$ cat src/hdl/cht_pkg.sv
// shared types and constants for the chained hash table
// no dependencies; imported by every module of the block but cht_ram
package cht_pkg;

	localparam int KEY_W       = 32;
	localparam int VALUE_W     = 32;
	localparam int BUCKETS_DEF = 64;
	localparam int NODES_DEF   = 64;
	// key bits folded into the remainder per cycle when the bucket count is not a power of two
	localparam int DIGIT_BITS  = 8;

	typedef enum logic [0:0] {
		REQ_ADD    = 1'b0,
		REQ_SEARCH = 1'b1
	} req_t;

	typedef enum logic [1:0] {
		ST_OK       = 2'd0,
		ST_NULLKEY  = 2'd1,
		ST_FULL     = 2'd2,
		ST_NOTFOUND = 2'd3
	} status_t;

	typedef struct packed {
		logic    accept;
		logic    clear_wr;
		logic    commit;
		logic    walk_sel;
		logic    res_set;
		status_t res_status;
		logic    res_take_value;
		logic    out_load;
	} cmd_t;

	typedef struct packed {
		logic mod_done;
		logic clear_last;
		logic is_add;
		logic key_null;
		logic pool_full;
		logic head_null;
		logic node_match;
		logic link_null;
		logic out_free;
	} stat_t;

endpackage

$ cat src/hdl/cht_ctrl.sv
// controller state machine of the chained hash table
// depends on cht_pkg; drives the datapath through cmd_t and reads stat_t
module cht_ctrl (
	input  logic           clk,
	input  logic           arst_n,
	input  logic           in_valid,
	output logic           in_ready,
	output cht_pkg::cmd_t  cmd,
	input  cht_pkg::stat_t stat
);

	import cht_pkg::*;

	typedef enum logic [5:0] {
		S_CLEAR  = 6'b000001,
		S_IDLE   = 6'b000010,
		S_MOD    = 6'b000100,
		S_DECIDE = 6'b001000,
		S_WALK   = 6'b010000,
		S_DONE   = 6'b100000
	} state_t;

	state_t state_q;
	state_t state_d;

	always_comb begin
		state_d  = state_q;
		in_ready = 1'b0;
		cmd      = '0;
		unique case (state_q)
			S_CLEAR: begin
				cmd.clear_wr = 1'b1;
				if (stat.clear_last) begin
					state_d = S_IDLE;
				end
			end
			S_IDLE: begin
				in_ready   = 1'b1;
				cmd.accept = in_valid;
				if (in_valid) begin
					state_d = S_MOD;
				end
			end
			S_MOD: begin
				if (stat.mod_done) begin
					state_d = S_DECIDE;
				end
			end
			S_DECIDE: begin
				if (stat.is_add) begin
					cmd.res_set = 1'b1;
					state_d     = S_DONE;
					priority if (stat.key_null) begin
						cmd.res_status = ST_NULLKEY;
					end else if (stat.pool_full) begin
						cmd.res_status = ST_FULL;
					end else begin
						cmd.commit     = 1'b1;
						cmd.res_status = ST_OK;
					end
				end else if (stat.head_null) begin
					cmd.res_set    = 1'b1;
					cmd.res_status = ST_NOTFOUND;
					state_d        = S_DONE;
				end else begin
					state_d = S_WALK;
				end
			end
			S_WALK: begin
				cmd.walk_sel = 1'b1;
				priority if (stat.node_match) begin
					cmd.res_set        = 1'b1;
					cmd.res_status     = ST_OK;
					cmd.res_take_value = 1'b1;
					state_d            = S_DONE;
				end else if (stat.link_null) begin
					cmd.res_set    = 1'b1;
					cmd.res_status = ST_NOTFOUND;
					state_d        = S_DONE;
				end else begin
					state_d = S_WALK;
				end
			end
			S_DONE: begin
				if (stat.out_free) begin
					cmd.out_load = 1'b1;
					state_d      = S_IDLE;
				end
			end
			default: begin
				state_d = S_IDLE;
			end
		endcase
	end

	always_ff @(posedge clk or negedge arst_n) begin
		if (!arst_n) begin
			state_q <= S_CLEAR;
		end else begin
			state_q <= state_d;
		end
	end

endmodule

$ cat config.mk
export PLATFORM = sky130hd
export DESIGN_NAME = cht_ctrl
export DESIGN_NICKNAME = d
export VERILOG_FILES = /design/src/hdl/cht_pkg.sv /design/src/hdl/cht_ctrl.sv
export SDC_FILE = /design/constraint.sdc
export NUM_CORES = 1
export LEC_CHECK = 0
export ABC_AREA = 1
export BUFFER_PORTS_ARGS = -buffer_cell sky130_fd_sc_hd__buf_2
export CAP_MARGIN = 20
export CORE_MARGIN = 4
export CORE_UTILIZATION = 35
export CTS_BUF_LIST = sky130_fd_sc_hd__clkbuf_4
export DETAILED_ROUTE_END_ITERATION = 8
export GPL_TIMING_DRIVEN = 0
export PLACE_DENSITY = 0.7
export RECOVER_POWER = 50
export SLEW_MARGIN = 10
export SYNTH_ARGS = -nofsm -noshare
export SYNTH_HDL_FRONTEND = slang
export SYNTH_SLANG_ARGS = --single-unit
$ cat constraint.sdc
create_clock -name clk -period 3.3 [get_ports clk]
set_input_delay 0.165 -clock clk [delete_from_list [all_inputs] [get_ports clk]]
set_output_delay 0.165 -clock clk [all_outputs]
set_load 0.1 [all_outputs]
Yosys cells after proc, flatten, opt, wreduce, memory -nomap -nowiden. Index checks and enable logic that the tools add are counted.

Flip-flop bits (word level): 6. Input port bits: 12.

Equal/unequal tests: 10. Multiplexer cells: 28. Reduce and logical (&&, ||, !) cells: 1.

Operators with widths (count): $mux W6 (8); $pmux W6 S6 (1); $mux W1 (12); $mux W3 (4); $ne A2 B2 Y1 const B (4); $eq A6 B1 Y1 const B (1); $eq A6 B2 Y1 const B (1); $eq A6 B3 Y1 const B (1); $eq A6 B4 Y1 const B (1); $eq A6 B5 Y1 const B (1); $eq A6 B6 Y1 const B (1); $pmux W3 S2 (1); $mux W2 (2); $reduce_and A4 Y1 (1).

Depth between registers and ports, before layout.
Word-level depth: 4. Gate-level depth with buffers: 7.

Least setup slack after synthesis. Ideal clock, no wire load.

Kind: register to output. Start: register state_q[5]. End: output cmd[2] in the netlist's numbering. Arrival: 2.851 ns. Required time: 3.135 ns. Slack: 0.284 ns. Cell stages (with the launch flop): 4. Buffers on the path: 0. Cell sequence: dfrtp_1 > nor2_4 > nand4_1 > o21ai_0.

RTL lines: from (decl) (line cht_ctrl.sv:23) `state_t state_q;`; from (signal assigned) (line cht_ctrl.sv:100) `state_q <= state_d;`; to (decl) (line cht_ctrl.sv:8) `output cht_pkg::cmd_t cmd,`.

==> summary.md <==
| Metric | Value |
|---|---|
| Status | completed |
| Vias | 500 |
| Gr ovfl total | 0 |
| Post-synthesis sequential area ratio | 0.331 |
| Worst Tran Pin Value | 489 ps |
| Port bufs | 21 |
| Drt drc | 0 |
| Most common cell after layout, fill and taps aside | buf_2 |
| CTS Sinks | 6 |
| First-pass GRT wire length | 2010 um |
| GRT Resource Usage Total | 0.143 |
| Critical path launch point type | flip-flop |
| Dpl hpwl | 920 um |
| Worst Path Max Fanout | 8 |
| DIE AREA | 1950 um^2 |
| Worst-Skew Late Latency | 250 ps |
| Antenna Cells | 0 |
| Top reg by flops | state_q |
| Critical path type | reg -> out |
| Max H-tree Level | 1 |
| Fillers | 113 |
| Synth Instances | 66 |
| Detailed-route vias per instance | 4.72 |
| Area growth, synth to finish | 33.6% |
| Initial antenna violation count | 0 |
| Root Buffer | clkbuf_4 |
| Core ar. | 1170 um^2 |
| Skew final | 11.3 ps |
| DP Worst Slack | 1670 ps |
| Clock tree buffer depth | 2 |
| Sequential cell area | 151 um^2 |
| Total placed instance area | 581 um^2 |
| CP required | 3130 ps |
| Die Width | 44.2 um |
| First DRT Iteration DRCs | 11 |
| Hold WC Path Type | in -> reg |
| Postcts setup bufs | 0 |
| Mapped Nets | 78 |
| Syn_area_per_cell | 6.94 um^2 |
| MaxCap Viol Count | 0 |
| Final Hold Fails | 0 |
| Register bit total from synthesis | 6 |
| Largest register FFs | 6 |
| Layout cell share with drive strength beyond 1 | 0.348 |
| TritonCTS clock tree | yes |
| Drt wl/cell | 10.3 um |
| Synthesized cell area | 458 um^2 |
| Die Y-Extent | 44.2 um |
| Vias in the first global route | 502 |
| Synth warn | 0 |
| Final setup vio count | 0 |
| Most frequent cells in the layout | buf_2, inv_1, nor2_1 |
| RePlAce Congestion | 0.770 |
| RSZ-0062 raised after global routing | false |
| First drt pass iteration count | 4 |
| Routed WL | 1100 um |
| Tot Pwr | 0.524 mW |
| Fmax | 482 MHz |
| I/O pin count | 22 |
| Starting density of the core | 0.391 |
| Post-layout util | 0.522 |
| Setup ws final | 1230 ps |
| Fin. max-slew vios | 0 |
| Inserted Clock Buffers | 3 |
| Final instance area | 612 um^2 |
| Tmin final | 2070 ps |
| Nets | 105 |
| Power per Cell Area | 857 nW/um^2 |
| Distinct cells, synth | 19 |
| LEAKAGE | 0.380 nW |
| Largest net degree at the start of global routing | 9 |
| Row count | 12 |
| Routed Antenna Nets | 0 |
| WP data arrival | 1910 ps |
| Clk slew on worst S/H paths | 50 ps |
| Worst slew margin | 0.673 |
| Maximum vdd drop | 0.609 mV |
| Nature of the critical path endpoint | primary output |
| Area of the multi-input gates | 239 um^2 |
| Period utilization | 0.628 |
| Biggest registers after layout | state_q (6) |
| Final TNS setup | 0 ps |
[path summary, 6_finish.rpt]
check | from | to | slack (ps) | cells past startpoint
max | state_q[4] | cmd[2] | 1230 | 4
min | stat[7] | state_q[0] | 190 | 4
max reg2reg | state_q[4] | state_q[1] | 1880 | 6
min reg2reg | state_q[1] | state_q[0] | 650 | 3
max in group asynchronous | arst_n | state_q[0] | 2700 | 2
min in group asynchronous | arst_n | state_q[1] | 310 | 2
[cell families after synthesis]
| group | count (synthesis) | share of synthesized area |
|---|---|---|
| compound gates | 5 | 0.0574 |
| flops | 6 | 0.331 |
| buf+inv | 16 | 0.131 |
| simple gates | 39 | 0.481 |
[final cells by class]
class | count | area share
clock buffers | 4 | 0.0491
well taps | 14 | 0.0286
repair buffers | 22 | 0.186
inverters | 16 | 0.0982
flip-flops and latches | 6 | 0.247
multi-input cells | 44 | 0.391
[metal layers]
metal / global-route usage / wire length (um) / vias to the layer above
li1: - / - / 264
met1: 0.160 / 457 / 224
met2: 0.230 / 577 / 9
met3: 0.0244 / 33 / 3
met4: 0.127 / 28 / 0
met5: 0 / 0 / -
[stage by stage]
step	cells	hold WS, ps
after CTS	106	174
after global routing	106	214
final	106	195
after floorplan	66	-131
after detailed placement	101	-7.09
after global placement	101	-6.90
[Yosys cell counts]
| cell | instances | share of area |
|---|---|---|
| o21ai_0 | 3 | 0.033 |
| a21oi_1 | 1 | 0.011 |
| nor2_1 | 11 | 0.090 |
| dfstp_2 | 1 | 0.057 |
| o22ai_1 | 1 | 0.014 |
| nand4_1 | 5 | 0.068 |
| nor2_2 | 1 | 0.014 |
| inv_1 | 15 | 0.12 |
| and3_1 | 1 | 0.014 |
| nor3_1 | 1 | 0.011 |
| nand2_1 | 8 | 0.066 |
| nand4_2 | 1 | 0.027 |
| nand3_1 | 5 | 0.055 |
| dfrtp_1 | 5 | 0.27 |
| or2_2 | 1 | 0.014 |
| nor2_4 | 3 | 0.074 |
| inv_2 | 1 | 0.0082 |
| nor4_2 | 1 | 0.027 |
| nand3_2 | 1 | 0.022 |
[repair_timing]
item                      CTS  global route
hold buffers                1             0
hold endpoints to repair    6             0
gates resized for setup     0             0
[where the power goes]
group	internal [mW]	total [mW]	switching [mW]
clock network	0.0542	0.0843	0.0301
logic	0.0661	0.324	0.258
registers	0.0933	0.116	0.0226
total	0.214	0.524	0.311
[worst max-delay path, cell delays in order (launching register included)]
cell     delay [ps]
dfrtp_1         390
nor2_1          390
nand4_1         230
o21ai_0         180
buf_2           450
Note: power is estimated with default switching activity, not from simulation.
